### src/rtl/meq_pkg.sv
// Shared types and constants of the midpoint ellipse quadrant block.
package meq_pkg;

    localparam int COORD_W      = 10;
    localparam int COORD_MAX    = (2 ** COORD_W) - 1;
    localparam int AXIS_MAX_DEF = 1023;
    localparam int AX2_W        = 2 * COORD_W;       // axis squared
    localparam int SQ_W         = 2 * (COORD_W + 1); // (2x+1)^2 or (y-1)^2
    localparam int MUL_W        = 24;
    localparam int PROD_W       = 2 * MUL_W;
    localparam int DEC_W        = 48;

    typedef struct packed {
        logic                 start_req;
        logic [COORD_W-1:0]   semi_axis_x;
        logic [COORD_W-1:0]   semi_axis_y;
    } t_in_item;

    typedef struct packed {
        logic [COORD_W-1:0]   point_x;
        logic [COORD_W-1:0]   point_y;
        logic                 last;
    } t_out_item;

    // What to do with a product in the cycle after it is issued
    typedef enum logic [3:0] {
        WB_NONE,
        WB_A2,
        WB_B2,
        WB_DEC_INIT,
        WB_TMP,
        WB_DEC_NEG4,
        WB_DEC_ADD,
        WB_DEC_ADD4,
        WB_SQ
    } t_wb;

    typedef struct packed {
        logic signed [MUL_W-1:0] op_a;
        logic signed [MUL_W-1:0] op_b;
        t_wb                     tag;
    } t_mul_req;

    typedef struct packed {
        logic signed [PROD_W-1:0] prod;
        t_wb                      tag;
    } t_mul_rsp;

endpackage

### src/rtl/meq_mul.sv
// Shared signed multiplier with registered product and write-back tag.
module meq_mul (
    input  logic               i_clk,
    input  logic               i_rst_n,
    input  meq_pkg::t_mul_req  i_req,
    output meq_pkg::t_mul_rsp  o_rsp
);

    logic signed [meq_pkg::PROD_W-1:0] r_prod;
    meq_pkg::t_wb                      r_tag;

    always_ff @(posedge i_clk) begin
        r_prod <= i_req.op_a * i_req.op_b;
        if (!i_rst_n) begin
            r_tag <= meq_pkg::WB_NONE;
        end else begin
            r_tag <= i_req.tag;
        end
    end

    assign o_rsp.prod = r_prod;
    assign o_rsp.tag  = r_tag;

endmodule

### config.mk
export PLATFORM = sky130hd
export DESIGN_NAME = meq_mul
export DESIGN_NICKNAME = d
export VERILOG_FILES = /design/src/rtl/meq_pkg.sv /design/src/rtl/meq_mul.sv
export SDC_FILE = /design/constraint.sdc
export NUM_CORES = 2
export LEC_CHECK = 0
export CAP_MARGIN = 10
export CORE_MARGIN = 5
export CORE_UTILIZATION = 25
export DETAILED_ROUTE_END_ITERATION = 7
export DONT_BUFFER_PORTS = 1
export GPL_TIMING_DRIVEN = 0
export PLACE_DENSITY = 0.48
export SLEW_MARGIN = 20
export SYNTH_ARGS = -nofsm -noshare
export SYNTH_HDL_FRONTEND = slang
export SYNTH_SLANG_ARGS = --single-unit
### constraint.sdc
create_clock -name i_clk -period 8.85 [get_ports i_clk]
set_clock_uncertainty 0.1 [all_clocks]
set_input_delay 0.4425 -clock i_clk [delete_from_list [all_inputs] [get_ports i_clk]]
set_output_delay 0.4425 -clock i_clk [all_outputs]
set_load 0.02 [all_outputs]
# Word level (Yosys, flattened, before mapping)
# Index checks and enable logic that the tools add are counted.
# op_classes
n_mul	1
# ops
cell	n
multiplier 24 x 24 -> 48 bit	1
# totals
reg_bits	52
input_bits	54
word_cells	3

# Depth between registers and ports, before layout
# logic_depth
depth_word	1
depth_mapped	27
ltp_nobuf	25

# Least setup slack after synthesis
# OpenSTA, ideal clock, no wires.
# synth_path
kind	input port to flip-flop
start	input port i_req[51] (netlist bit)
end	register r_prod[44] (netlist bit)
setup_time_ps	72
arrival_time_ps	6961
path_slack_ps	1717
cell_stages	22
path_cell_list	clkbuf_1 -> nand2_1 -> inv_1 -> fa_1 -> fa_1 -> inv_1 -> fa_1 -> inv_1 -> fa_1 -> fa_1 -> fa_1 -> fa_1 -> ha_1 -> a21o_1 -> a21o_1 -> a21o_1 -> a21o_1 -> a31oi_1 -> o31ai_4 -> a21o_1 -> a21oi_1 -> xnor2_1
# synth_between
elab_chain_len	1
# synth_lines
element	line_no	source
start, declared	meq_mul.sv:5	input meq_pkg::t_mul_req i_req,
multiplier 24 x 24 -> 48 bit	meq_mul.sv:13	r_prod <= i_req.op_a * i_req.op_b;
end signal, assigned	meq_mul.sv:13	
end, declared	meq_mul.sv:9	logic signed [meq_pkg::PROD_W-1:0] r_prod;
# Every way passes these cells.
# A chain may end at the register's enable or synchronous reset.

# Worst setup path in the final report
# layout_path
start	input port i_req[4] (netlist bit)
end	register r_prod[47] (netlist bit)
# The elaborated chain is that of the path after synthesis.

==> impl_metrics.prom <==
# TYPE chip_impl_metric gauge
chip_impl_info{name="run_status",value="finished, final reports clean"} 1
chip_impl_metric{name="core_area",unit="µm²"} 88200
chip_impl_info{name="synth_top_flop_cell",value="dfxtp_1"} 1
chip_impl_metric{name="core.rowCount",unit=""} 109
chip_impl_info{name="rsz0062_at_grt",value="no"} 1
chip_impl_info{name="worst_setup_path_end_kind",value="flip-flop"} 1
chip_impl_metric{name="routed_via_density",unit=""} 4.30
chip_impl_metric{name="fmaxAchievable",unit="MHz"} 122
chip_impl_metric{name="clkSlewWorstSetupHoldPaths",unit="ps"} 80
chip_impl_metric{name="final_critical_path_setup_slack",unit="ps"} 683
chip_impl_metric{name="tightest_slew",unit="ps"} 980
chip_impl_metric{name="detailedRoute.firstIterationViolations",unit=""} 940
chip_impl_metric{name="setup_viol",unit=""} 0
chip_impl_metric{name="wl_per_cell",unit="µm"} 20.3
chip_impl_metric{name="final_layout_size_suffix_gt1_share",unit="%"} 1.58
chip_impl_metric{name="crit_fanout",unit=""} 10
chip_impl_metric{name="die_x",unit="µm"} 308
chip_impl_metric{name="drv_slew",unit=""} 0
chip_impl_metric{name="wl",unit="µm"} 71200
chip_impl_metric{name="synth_cell_types",unit=""} 58
chip_impl_metric{name="globalRouteOverflowTotal",unit=""} 0
chip_impl_info{name="min-delay-path-class",value="in -> reg"} 1
chip_impl_metric{name="initial_core_util",unit="%"} 25.2
chip_impl_metric{name="slowest_delay",unit="ps"} 760
chip_impl_metric{name="synth-adder-area-share",unit="%"} 62.2
chip_impl_metric{name="cts_num_sinks",unit=""} 52
chip_impl_metric{name="tritoncts_buffers",unit=""} 5
chip_impl_info{name="critical_path.top_delay_family",value="adder cells"} 1
chip_impl_metric{name="area_growth_syn_to_layout",unit="%"} 7.29
chip_impl_info{name="critPathMostFrequentCell",value="fa_1"} 1
chip_impl_metric{name="finalHoldViolCount",unit=""} 0
chip_impl_metric{name="number_of_nets_with_antenna_violations_after_routing",unit=""} 0
chip_impl_metric{name="cts.path.max_buffers",unit=""} 2
chip_impl_metric{name="drt_first_pass_iters",unit=""} 5
chip_impl_metric{name="first_global_vias",unit=""} 16600
chip_impl_metric{name="required",unit="ps"} 9000
chip_impl_metric{name="timing.max_cap.violations",unit=""} 0
chip_impl_metric{name="grt_first_pass_wirelength",unit="µm"} 109000
chip_impl_metric{name="synth_enable_flop_cells",unit=""} 0
chip_impl_metric{name="vias",unit=""} 15100
chip_impl_metric{name="die_area",unit="µm²"} 94900
chip_impl_info{name="critical_path.cell_chain",value="clkbuf_1 -> nand2_1 -> inv_1 -> fa_1 -> fa_1 -> inv_1 -> fa_1 -> inv_1 -> fa_1 -> fa_1 -> fa_1 -> inv_1 -> fa_1 -> inv_1 -> ha_1 -> a21oi_1 -> o21ai_1 -> a211oi_2 -> nand4b_1 -> a41oi_1 -> o32ai_1 -> a21oi_1 -> xnor2_1"} 1
chip_impl_info{name="clock-root-buffer",value="clkbuf_16"} 1
chip_impl_metric{name="synth.yosys.warnings",unit=""} 0
chip_impl_info{name="critical-path-slowest-cell",value="fa_1"} 1
chip_impl_metric{name="finalCriticalPeriod",unit="ps"} 8170
chip_impl_metric{name="post-place-ws",unit="ps"} -313
chip_impl_metric{name="finish.utilization",unit="%"} 27.0
chip_impl_metric{name="post_cts.repair.setup_buffers",unit=""} 0
chip_impl_metric{name="io_pins",unit=""} 106
chip_impl_metric{name="asyncSetResetFlopFracSynth",unit="%"} 0
chip_impl_metric{name="finalNetCount",unit=""} 3129
chip_impl_info{name="timing_worst_setup_path_type",value="in -> reg"} 1
chip_impl_metric{name="synth.cell_area",unit="µm²"} 22200
chip_impl_metric{name="routabilityCongestion",unit=""} 0.913
chip_impl_info{name="crit_path_start_kind",value="input port"} 1
chip_impl_metric{name="worst-path-buf-inv",unit=""} 6
chip_impl_metric{name="drc",unit=""} 0
chip_impl_metric{name="multiplexer_fraction_of_the_synthesized_cell_area",unit="%"} 0
chip_impl_metric{name="gate_count_after_technology_mapping",unit=""} 2327
chip_impl_metric{name="port_buffers",unit=""} 0
chip_impl_metric{name="period_share",unit="%"} 92.3
chip_impl_info{name="largest_family_of_logic_cells_by_synthesized_area",value="adder cells"} 1
chip_impl_metric{name="post_synth_and_or_nand_nor_area_fraction",unit="%"} 14.8
chip_impl_metric{name="grtUsageTotal",unit="%"} 15.5
chip_impl_metric{name="fp.dieH",unit="µm"} 308
chip_impl_metric{name="place_hpwl",unit="µm"} 62700
chip_impl_metric{name="relSlewSlack",unit="%"} 34.7
chip_impl_metric{name="syn-mean-instance-area",unit="µm²"} 9.55
chip_impl_metric{name="synth_xor_area_share",unit="%"} 2.17
chip_impl_metric{name="worst-endpoint-arrival",unit="ps"} 8320
chip_impl_info{name="tritoncts",value="yes"} 1
chip_impl_metric{name="h-tree-depth",unit=""} 2
chip_impl_metric{name="synth_compound_gate_area_share",unit="%"} 4.40
chip_impl_metric{name="grt_max_degree",unit=""} 15
chip_impl_metric{name="antenna_violations_before_repair",unit=""} 6
chip_impl_metric{name="yosysSeqAreaShare",unit="%"} 4.69
chip_impl_metric{name="synth-seq-cells",unit=""} 52
chip_impl_metric{name="synthesis.nets",unit=""} 3122
what timing repair did:
action,in CTS,in global routing
resized for setup,0,1
hold buffers,0,0
setup endpoints to repair,0,3
layout make-up:
| class | count | area [µm²] |
|---|---|---|
| Tap cell | 1165 | 1460 |
| Fill cell | 9493 | 64400 |
| Sequential cell | 52 | 1040 |
| Buffer | 102 | 387 |
| Clock buffer | 8 | 146 |
| Antenna cell | 4 | 10.0 |
| Multi-Input combinational cell | 1582 | 18600 |
| Inverter | 591 | 2220 |
routing by layer:
metal	share of wire, %	wire, µm	track usage (%)
met1	43	30800	21.3
met2	46	32900	24.8
met3	7.4	5260	3.53
met4	3.1	2200	4.12
met5	0.034	24	0
cells in the final DEF (no fill, tap or decap), types with 15 or more instances in the layout:
cell type and n:
a21oi_1 41, xnor2_1 40, nor2_1 34, inv_1 590, a21o_1 22, dfxtp_1 52, fa_1 607, o21ai_0 18
ha_1 134, clkbuf_1 99, xor2_1 15, and2_1 279, nand2_1 303
worst paths after layout:
path                  from                  end  slack, ps  cells past startpoint
setup / recovery  i_req[4]   r_prod[47]$_DFF_P_        680                     23
hold / removal     i_rst_n  r_tag[3]$_SDFF_PN0_        100                      1
kinds of logic (layout without fill, tap and decap cells):
kind of cell               count (synthesis)  count (layout)
adders and majority gates                741             741
buffers and inverters                    693             701
and+or+nand+nor                          658             658
AOI/OAI and AO/OA                        128             128
xor gates and xnor gates                  55              55
DFF                                       52              52
other                                      0               4
metrics by stage:
stage	TNS [ps]	instances	cell area (µm²)	hold WS, ps
CTS	0	3500	23800	72.8
detailed placement	-472	3492	23700	472
global placement	-533	3492	23700	468
finish	0	3504	23800	101
global route	0	3500	23800	77.3
floorplan	0	2327	22200	464
state kept, by name, summed over array words and instances, names as in the netlist:
signal	count
r_prod	48
r_tag	4
synthesized netlist by cell type (4+ instances only):
| cell type | count | share of area (%) |
|---|---|---|
| a21o_1 | 22 | 0.74 |
| a21oi_1 | 41 | 0.92 |
| and2_1 | 279 | 7.9 |
| clkbuf_1 | 97 | 1.6 |
| dfxtp_1 | 52 | 4.7 |
| fa_1 | 607 | 55 |
| ha_1 | 134 | 7.5 |
| inv_1 | 590 | 10 |
| nand2_1 | 303 | 5.1 |
| nand2b_1 | 12 | 0.34 |
| nand3_1 | 7 | 0.16 |
| nand4_1 | 5 | 0.14 |
| nor2_1 | 34 | 0.57 |
| o211ai_1 | 4 | 0.14 |
| o21ai_0 | 18 | 0.41 |
| xnor2_1 | 40 | 1.6 |
| xor2_1 | 15 | 0.59 |
Power is left out: the tool's default activity adds up to more than one toggle a clock period on the data nets, which glitch-free logic cannot reach.
