## src/rtl/meq_pkg.sv

```systemverilog
// Shared types and constants of the midpoint ellipse quadrant block.
package meq_pkg;

    localparam int COORD_W      = 10;
    localparam int COORD_MAX    = (2 ** COORD_W) - 1;
    localparam int AXIS_MAX_DEF = 1023;
    localparam int AX2_W        = 2 * COORD_W;       // axis squared
    localparam int SQ_W         = 2 * (COORD_W + 1); // (2x+1)^2 or (y-1)^2
    localparam int MUL_W        = 24;
    localparam int PROD_W       = 2 * MUL_W;
    localparam int DEC_W        = 48;

    typedef struct packed {
        logic                 start_req;
        logic [COORD_W-1:0]   semi_axis_x;
        logic [COORD_W-1:0]   semi_axis_y;
    } t_in_item;

    typedef struct packed {
        logic [COORD_W-1:0]   point_x;
        logic [COORD_W-1:0]   point_y;
        logic                 last;
    } t_out_item;

    // What to do with a product in the cycle after it is issued
    typedef enum logic [3:0] {
        WB_NONE,
        WB_A2,
        WB_B2,
        WB_DEC_INIT,
        WB_TMP,
        WB_DEC_NEG4,
        WB_DEC_ADD,
        WB_DEC_ADD4,
        WB_SQ
    } t_wb;

    typedef struct packed {
        logic signed [MUL_W-1:0] op_a;
        logic signed [MUL_W-1:0] op_b;
        t_wb                     tag;
    } t_mul_req;

    typedef struct packed {
        logic signed [PROD_W-1:0] prod;
        t_wb                      tag;
    } t_mul_rsp;

endpackage

```

## src/rtl/meq_core.sv

```systemverilog
// Sequencer and state registers of the midpoint ellipse stepper.
module meq_core #(
    parameter int unsigned AXIS_MAX = meq_pkg::AXIS_MAX_DEF
) (
    input  logic                i_clk,
    input  logic                i_rst_n,
    input  logic                i_accept,
    input  meq_pkg::t_in_item   i_item,
    output logic                o_ready,
    output logic                o_res_valid,
    input  logic                i_res_take,
    output meq_pkg::t_out_item  o_res,
    output meq_pkg::t_mul_req   o_mul_req,
    input  meq_pkg::t_mul_rsp   i_mul_rsp
);

    localparam int CW    = meq_pkg::COORD_W;
    localparam int CO_W  = CW + 3;
    localparam int MW    = meq_pkg::MUL_W;
    localparam int DW    = meq_pkg::DEC_W;
    localparam int unsigned SAT_LIM =
        (AXIS_MAX > meq_pkg::COORD_MAX) ? meq_pkg::COORD_MAX : AXIS_MAX;
    localparam logic [CW-1:0] LIM = CW'(SAT_LIM);
    localparam logic signed [CO_W-1:0] K1 = CO_W'(1);
    localparam logic signed [CO_W-1:0] K2 = CO_W'(2);
    localparam logic signed [CO_W-1:0] K3 = CO_W'(3);

    typedef enum logic [4:0] {
        S_IDLE, S_A2, S_B2, S_INIT,
        S_CMP1, S_CMP2, S_DECIDE, S_R1A, S_R1B,
        S_Q1, S_Q2, S_Q3, S_Q4, S_Q5, S_Q6, S_Q7,
        S_R2S, S_R2A, S_R2B, S_FIN, S_PUSH
    } t_state;

    typedef enum logic [1:0] {
        REG_ONE, REG_TWO, REG_DONE
    } t_region;

    typedef enum logic [1:0] {
        K_START, K_R1, K_R2, K_DONE
    } t_kind;

    t_state                        r_state, n_state;
    t_region                       r_region, n_region;
    t_kind                         r_kind, n_kind;
    logic [CW-1:0]                 r_a, n_a, r_b, n_b, r_x, n_x, r_y, n_y;
    logic [meq_pkg::AX2_W-1:0]     r_a2, n_a2, r_b2, n_b2;
    logic [meq_pkg::SQ_W-1:0]      r_sq, n_sq;
    logic signed [DW-1:0]          r_dec, n_dec, r_tmp, n_tmp;
    logic                          r_dle, n_dle, r_last, n_last;

    logic signed [CO_W-1:0] x_s, y_s, b_s, x2, y2;
    logic signed [CO_W-1:0] tx1, tx2, tx3, ty1, ty2, ty3, ym1, tb;
    logic signed [MW-1:0]   a_op, b_op, a2_op, b2_op, sq_op;

    function automatic logic [CW-1:0] sat(input logic [CW-1:0] v);
        return (v > LIM) ? LIM : v;
    endfunction

    function automatic logic signed [MW-1:0] sx(input logic signed [CO_W-1:0] v);
        return MW'(v);
    endfunction

    assign x_s = $signed(CO_W'(r_x));
    assign y_s = $signed(CO_W'(r_y));
    assign b_s = $signed(CO_W'(r_b));
    assign x2  = x_s <<< 1;
    assign y2  = y_s <<< 1;
    assign tx1 = x2 + K1;
    assign tx2 = x2 + K2;
    assign tx3 = x2 + K3;
    assign ty1 = y2 - K1;
    assign ty2 = K2 - y2;
    assign ty3 = K3 - y2;
    assign ym1 = y_s - K1;
    assign tb  = K1 - (b_s <<< 2);

    assign a_op  = $signed(MW'(r_a));
    assign b_op  = $signed(MW'(r_b));
    assign a2_op = $signed(MW'(r_a2));
    assign b2_op = $signed(MW'(r_b2));
    assign sq_op = $signed(MW'(r_sq));

    always_comb begin
        n_state  = r_state;
        n_region = r_region;
        n_kind   = r_kind;
        n_a      = r_a;
        n_b      = r_b;
        n_x      = r_x;
        n_y      = r_y;
        n_a2     = r_a2;
        n_b2     = r_b2;
        n_sq     = r_sq;
        n_dec    = r_dec;
        n_tmp    = r_tmp;
        n_dle    = r_dle;
        n_last   = r_last;

        o_mul_req.op_a = '0;
        o_mul_req.op_b = '0;
        o_mul_req.tag  = meq_pkg::WB_NONE;

        // product write-back, in the cycle after issue
        case (i_mul_rsp.tag)
            meq_pkg::WB_A2:       n_a2  = i_mul_rsp.prod[meq_pkg::AX2_W-1:0];
            meq_pkg::WB_B2:       n_b2  = i_mul_rsp.prod[meq_pkg::AX2_W-1:0];
            meq_pkg::WB_DEC_INIT: n_dec = DW'(i_mul_rsp.prod) + (DW'(r_b2) << 2);
            meq_pkg::WB_TMP:      n_tmp = DW'(i_mul_rsp.prod);
            meq_pkg::WB_DEC_NEG4: n_dec = -(DW'(i_mul_rsp.prod) <<< 2);
            meq_pkg::WB_DEC_ADD:  n_dec = r_dec + DW'(i_mul_rsp.prod);
            meq_pkg::WB_DEC_ADD4: n_dec = r_dec + (DW'(i_mul_rsp.prod) <<< 2);
            meq_pkg::WB_SQ:       n_sq  = i_mul_rsp.prod[meq_pkg::SQ_W-1:0];
            default: ;
        endcase

        case (r_state)
            S_IDLE: begin
                if (i_accept) begin
                    if (i_item.start_req) begin
                        n_a     = sat(i_item.semi_axis_x);
                        n_b     = sat(i_item.semi_axis_y);
                        n_x     = '0;
                        n_y     = sat(i_item.semi_axis_y);
                        n_kind  = K_START;
                        n_state = S_A2;
                    end else begin
                        n_kind  = K_DONE;
                        n_state = S_FIN;
                        if (r_y != '0) begin
                            case (r_region)
                                REG_ONE: n_state = S_CMP1;
                                REG_TWO: n_state = S_R2S;
                                default: ;
                            endcase
                        end
                    end
                end
            end
            S_A2: begin
                o_mul_req.op_a = a_op;
                o_mul_req.op_b = a_op;
                o_mul_req.tag  = meq_pkg::WB_A2;
                n_state        = S_B2;
            end
            S_B2: begin
                o_mul_req.op_a = b_op;
                o_mul_req.op_b = b_op;
                o_mul_req.tag  = meq_pkg::WB_B2;
                n_state        = S_INIT;
            end
            S_INIT: begin
                o_mul_req.op_a = a2_op;
                o_mul_req.op_b = sx(tb);
                o_mul_req.tag  = meq_pkg::WB_DEC_INIT;
                n_state        = S_FIN;
            end
            S_CMP1: begin
                o_mul_req.op_a = b2_op;
                o_mul_req.op_b = sx(tx2);
                o_mul_req.tag  = meq_pkg::WB_TMP;
                n_state        = S_CMP2;
            end
            S_CMP2: begin
                o_mul_req.op_a = a2_op;
                o_mul_req.op_b = sx(ty1);
                n_state        = S_DECIDE;
            end
            S_DECIDE: begin
                // 2b^2(x+1) against a^2(2y-1): stay in region 1 while below
                n_dle = (r_dec <= 0);
                if (r_tmp < DW'(i_mul_rsp.prod)) begin
                    n_kind  = K_R1;
                    n_state = S_R1A;
                end else begin
                    n_kind   = K_R2;
                    n_region = REG_TWO;
                    n_state  = S_Q1;
                end
            end
            S_R1A: begin
                o_mul_req.op_a = b2_op;
                o_mul_req.op_b = sx(tx3);
                o_mul_req.tag  = meq_pkg::WB_DEC_ADD4;
                n_state        = r_dle ? S_FIN : S_R1B;
            end
            S_R1B: begin
                o_mul_req.op_a = a2_op;
                o_mul_req.op_b = sx(ty2);
                o_mul_req.tag  = meq_pkg::WB_DEC_ADD4;
                n_state        = S_FIN;
            end
            S_Q1: begin
                o_mul_req.op_a = sx(tx1);
                o_mul_req.op_b = sx(tx1);
                o_mul_req.tag  = meq_pkg::WB_SQ;
                n_state        = S_Q2;
            end
            S_Q2: begin
                o_mul_req.op_a = a2_op;
                o_mul_req.op_b = b2_op;
                o_mul_req.tag  = meq_pkg::WB_DEC_NEG4;
                n_state        = S_Q3;
            end
            S_Q3: begin
                o_mul_req.op_a = b2_op;
                o_mul_req.op_b = sq_op;
                o_mul_req.tag  = meq_pkg::WB_DEC_ADD;
                n_state        = S_Q4;
            end
            S_Q4: begin
                o_mul_req.op_a = sx(ym1);
                o_mul_req.op_b = sx(ym1);
                o_mul_req.tag  = meq_pkg::WB_SQ;
                n_state        = S_Q5;
            end
            S_Q5: n_state = S_Q6;
            S_Q6: begin
                o_mul_req.op_a = a2_op;
                o_mul_req.op_b = sq_op;
                o_mul_req.tag  = meq_pkg::WB_DEC_ADD4;
                n_state        = S_Q7;
            end
            S_Q7: n_state = S_R2S;
            S_R2S: begin
                n_kind  = K_R2;
                n_dle   = (r_dec <= 0);
                n_state = S_R2A;
            end
            S_R2A: begin
                o_mul_req.op_a = a2_op;
                o_mul_req.op_b = sx(ty3);
                o_mul_req.tag  = meq_pkg::WB_DEC_ADD4;
                n_state        = r_dle ? S_R2B : S_FIN;
            end
            S_R2B: begin
                o_mul_req.op_a = b2_op;
                o_mul_req.op_b = sx(tx2);
                o_mul_req.tag  = meq_pkg::WB_DEC_ADD4;
                n_state        = S_FIN;
            end
            S_FIN: begin
                case (r_kind)
                    K_START: begin
                        n_last   = (r_y == '0);
                        n_region = (r_y == '0) ? REG_DONE : REG_ONE;
                    end
                    K_R1: begin
                        n_x = r_x + CW'(1);
                        if (!r_dle) begin
                            n_y = r_y - CW'(1);
                        end
                        n_last = (n_y == '0);
                        if (n_last) begin
                            n_region = REG_DONE;
                        end
                    end
                    K_R2: begin
                        if (r_dle) begin
                            n_x = r_x + CW'(1);
                        end
                        n_y    = r_y - CW'(1);
                        n_last = (n_y == '0);
                        if (n_last) begin
                            n_region = REG_DONE;
                        end
                    end
                    default: begin
                        n_last   = 1'b1;
                        n_region = REG_DONE;
                    end
                endcase
                n_state = S_PUSH;
            end
            S_PUSH: begin
                if (i_res_take) begin
                    n_state = S_IDLE;
                end
            end
            default: n_state = S_IDLE;
        endcase
    end

    always_ff @(posedge i_clk) begin
        r_a    <= n_a;
        r_b    <= n_b;
        r_a2   <= n_a2;
        r_b2   <= n_b2;
        r_sq   <= n_sq;
        r_dec  <= n_dec;
        r_tmp  <= n_tmp;
        r_dle  <= n_dle;
        r_kind <= n_kind;
        if (!i_rst_n) begin
            r_state  <= S_IDLE;
            r_region <= REG_DONE;
            r_x      <= '0;
            r_y      <= '0;
            r_last   <= 1'b1;
        end else begin
            r_state  <= n_state;
            r_region <= n_region;
            r_x      <= n_x;
            r_y      <= n_y;
            r_last   <= n_last;
        end
    end

    assign o_ready         = (r_state == S_IDLE);
    assign o_res_valid     = (r_state == S_PUSH);
    assign o_res.point_x   = r_x;
    assign o_res.point_y   = r_y;
    assign o_res.last      = r_last;

endmodule

```

## config.mk

```make
export PLATFORM = sky130hd
export DESIGN_NAME = meq_core
export DESIGN_NICKNAME = d
export VERILOG_FILES = /design/src/rtl/meq_pkg.sv /design/src/rtl/meq_core.sv
export SDC_FILE = /design/constraint.sdc
export NUM_CORES = 1
export LEC_CHECK = 0
export ABC_AREA = 0
export BUFFER_PORTS_ARGS = -buffer_cell sky130_fd_sc_hd__buf_4
export CAP_MARGIN = 20
export CORE_ASPECT_RATIO = 1.1
export CORE_MARGIN = 4
export CORE_UTILIZATION = 60
export CTS_CLUSTER_DIAMETER = 30
export DETAILED_ROUTE_END_ITERATION = 8
export HOLD_SLACK_MARGIN = 0.08
export PLACE_DENSITY = 0.79
export SYNTH_ARGS = -nofsm -noshare
export SYNTH_HDL_FRONTEND = slang
export SYNTH_SLANG_ARGS = --single-unit
export TNS_END_PERCENT = 100
```

## constraint.sdc

```tcl
create_clock -name i_clk -period 6.25 [get_ports i_clk]
set_input_delay 0.625 -clock i_clk [delete_from_list [all_inputs] [get_ports i_clk]]
set_output_delay 0.625 -clock i_clk [all_outputs]
set_load 0.01 [all_outputs]
```

---- Word-level counts from Yosys, hierarchy flattened ----
Index checks and enable logic that the tools add are counted.
storage, ports and cells
  register bits ........................... 209
  input bits .............................. 77
  output and inout port bits .............. 75
operators by class
  $add $sub $neg .......................... 14
  $lt $le $gt $ge ......................... 4
  equality and inequality tests ........... 39
  muxes and demuxes ....................... 36
  reduce and logical (&&, ||, !) cells .... 22
operator list
  kind                   count
  $pmux 48 s13           1
  $pmux 48 s4            1
  $add 48x48->48         2
  $pmux 5 s19            1
  $mux 10                9
  $pmux 10 s2            4
  $add 48x22->48         1
  $le 48x1->1 const B    1
  $lt 48x48->1           1
  $neg 48->48            1
  $eq 5x4->1 const B     8
  $pmux 4 s8             1
  $logic_not 10->1       3
  $eq 5x5->1 const B     5
  $mux 5                 5
  $add 11x2->12 const B  2
  $sub 2x11->12 const A  2
  $eq 5x3->1 const B     4
  $gt 10x10->1 const B   2
  $eq 4x3->1 const B     4
  $mux 2                 7
  $sub 1x12->13 const A  1
  $add 11x1->12 const B  1
  $pmux 2 s3             2
  other kinds (33)       46

---- Longest topological paths before layout ----
  depth after elaboration ................. 8
  depth in mapped cells ................... 12

---- Least setup slack after synthesis ----
No wires, ideal clock.
  path kind ............................... input port to flip-flop
  start point ............................. input i_mul_rsp[3] (netlist name)
  end point ............................... register r_tmp[0], enable pin
  library setup time ...................... 0.513 ns
  data arrival time ....................... 4.168 ns
  data required time ...................... 5.737 ns
  slack ................................... 1.569 ns
  stages on the path ...................... 3
  path through ............................ nand2b_1 -> clkbuf_1 -> nor3_1
on the way
  longest elaborated chain between the ends .. 1
ends and longest elaborated chain
  what                  line             RTL
  start, declared       meq_core.sv:14   input meq_pkg::t_mul_rsp i_mul_rsp
  $eq 4x3->1            meq_core.sv:105  case (i_mul_rsp.tag)
  end signal, assigned  meq_core.sv:291  r_tmp <= n_tmp;
  end, declared         meq_core.sv:49   logic signed [DW-1:0] r_dec, n_dec, r_tmp, n_tmp;
Every way passes these cells.
A chain may end at the register's enable or synchronous reset.

==> impl_metrics.yaml <==
run:
  cap_violations: 0
worst_setup_path:
  critPathBufInv: 2
  arrival_ns: 4.45
  cp_max_fo: 14
  cp_cell_sequence: "inv_1, ha_1, or3b_2, nor3_1, nor3b_2, nand2_1, nor2_1, a21o_1, nor3b_1, o21ai_0, buf_4"
  critPathMaxStageDelay_ns: 0.78
  critical_path_class: "reg2out"
  cp.required_ns: 5.62
  critical_path.top_delay_family: "simple AND/OR/NAND/NOR gates"
  reg2reg_slack_ns: 1.88
  cp-end-kind: "primary output"
  cp-start-kind: "flip-flop"
  cp_slowest_cell: "nor2_1"
drt:
  totalWireLength_um: 73750
  drc: 0
  vias: 20190
  wire_per_inst_um: 26.12
  vias_per_cell: 7.148
  antenna_left: 0
  drt-pass1-iter-count: 7
  drtIter0Drc: 3238
clocking:
  cts_hold_buf: 0
  clock_sinks: 209
  cts_tree: "built"
  cts_root_buf: "clkbuf_16"
  clk_path_buf_depth: 3
  cts_setup_buffers: 0
  cts-resized-gates: 0
  numCtsBuffers: 58
  clk_pin_slew_worst_paths_ns: 0.05
  clock_latency_ns: 0.62
  htree_levels: 2
timing:
  max_freq_ghz: 0.1971
  fin_skew_ns: 0.02281
  finalWorstSetupSlack_ns: 1.176
  fin_crit_ns: 5.075
  drv_slew: 0
  hold_ws_ns: 0.1953
  fin_crit_sh: 0.8119
  relSlewSlack: 0.1084
  rsz0062_at_grt: "false"
  finalSetupViolations: 0
  finalHoldViolCount: 0
  fin_setup_tns_ns: 0
  worstMarginPinSlew_ns: 1.304
place:
  dp_hpwl_um: 54400
  gp_congestion: 1.077
  portBuffers: 151
  place_ws_ns: 1.915
cells_and_area:
  nets: 2595
  drive_gt1_frac: 0.1346
  final_util: 0.7187
  syn_to_final_growth_pct: 17.18
die:
  coreArea_um2: 31650
  dieArea_um2: 35300
  die_h_um: 196.7
  rows: 68
  ioPinCount: 152
  die_w_um: 179.5
  initial_core_util: 0.6133
logic_synthesis:
  synth_edf_count: 181
  syn_inst: 2260
  ys_seq_area_frac: 0.3089
  synth_top_area_frac: 0.2800
  synth_top_area_cell: "edfxtp_1"
  yosysWarnings: 0
  synth_flop_cell: "edfxtp_1"
  ys_types: 83
  netlist_top_cells_area: "edfxtp_1, ha_1, xnor2_1, a21oi_1, o21ai_0"
  synthArstFlopShare: 0
  syn_avg_cell_area_um2: 8.590
  syn_area_um2: 19410
  syn-num-nets: 2505
  synth_seq_cells: 209
global_route:
  track_usage: 0.3971
  grt_overflow_total: 0
  grt_pass1_wl_um: 111200
  antenna_found_initial: 6
  grt_pass1_vias: 19070
  grt_max_degree: 41
pwr:
  cellLeakagePower_uw: 0.009065
  power_density_nw_per_um2: 345.9
  ir_worst_vdd_mv: 0.2650
min_path:
  hold_path_class: "in2reg"
run_status:
  status: "finished, final reports clean"
## cell usage after synthesis (all sizes together), types with 20 or more instances
master,n
and3,34
a22oi,20
a21o,75
nor2b,26
a211oi,23
o22ai,26
nand3,54
a31oi,23
and2,23
dfxtp,28
xor2,38
edfxtp,181
a21oi,168
clkbuf,127
nand2,152
inv,99
nand4,42
nand2b,23
xnor2,139
ha,165
o21ai,154
nor2,169
nor3,68
or3,22
o211ai,24
a221o,30
nor4,35
## registers in the layout (all words and copies together), names as in the netlist
name / count
r_a: 10
r_b: 10
r_tmp: 48
r_region: 2
r_kind: 2
r_a2: 20
r_last: 1
r_dec: 48
r_dle: 1
r_sq: 22
r_y: 10
r_x: 10
r_state: 5
r_b2: 20
## kinds of logic after synthesis
family / count (synthesis) / share of synthesized area
compound gates: 751 / 0.2630
simple gates: 700 / 0.1834
buf+inv: 242 / 0.04841
flops: 209 / 0.3089
xor+xnor: 177 / 0.07986
fa+ha+maj: 168 / 0.1094
mux: 13 / 0.006961
## area by class of cell
class	count	area, um^2
multi-input cells	1809	12530
fillers	2463	8902
flip-flops and latches	209	5996
clock buffers	62	1488
repair buffers	172	1291
clock inverters	47	526.8
well taps	420	525.5
inverters	100	375.4
diodes	5	12.51
## layer usage
| metal | GRT usage | share of wire |
|---|---|---|
| met4 | 0.2258 | 0.064 |
| met1 | 0.5119 | 0.37 |
| met3 | 0.08435 | 0.12 |
| met2 | 0.6242 | 0.44 |
| met5 | 0 | 0.00027 |
## path summary, 6_finish.rpt
kind	start	end	cells after the start
setup reg to reg	r_dec[22]	r_dec[47]	10
hold / removal	i_item[17]	r_a[7]	1
hold reg to reg	r_last	r_last	2
setup / recovery	r_y[0]	o_mul_req[14]	11
## power by group
part	total, uW	internal (uW)	switching (uW)	leakage (uW)
Clock	3090	2010	1070	0.000978
Sequential	1880	1660	225	0.00189
Combinational	2900	1100	1800	0.00619
## per-stage QoR
step                std cells  total power, uW  instance area [um^2]
global route             2822             8148                 22740
detailed placement       2710             4670                 20720
CTS                      2819             7769                 22740
finish                   2824             7868                 22750
floorplan                2260             3612                 19410
global placement         2710             4641                 20720
## cells in the final DEF (no fill, tap or decap), types with 38 or more instances in the layout
master	count
a21o_1	75
xnor2_1	139
clkbuf_16	59
ha_1	165
nor3_1	65
xor2_1	38
edfxtp_1	181
nand4_1	42
nand3_1	52
a21oi_1	167
nor2_1	165
inv_1	99
buf_4	172
o21ai_0	148
nand2_1	152
Power figures use the tool's default switching activity.
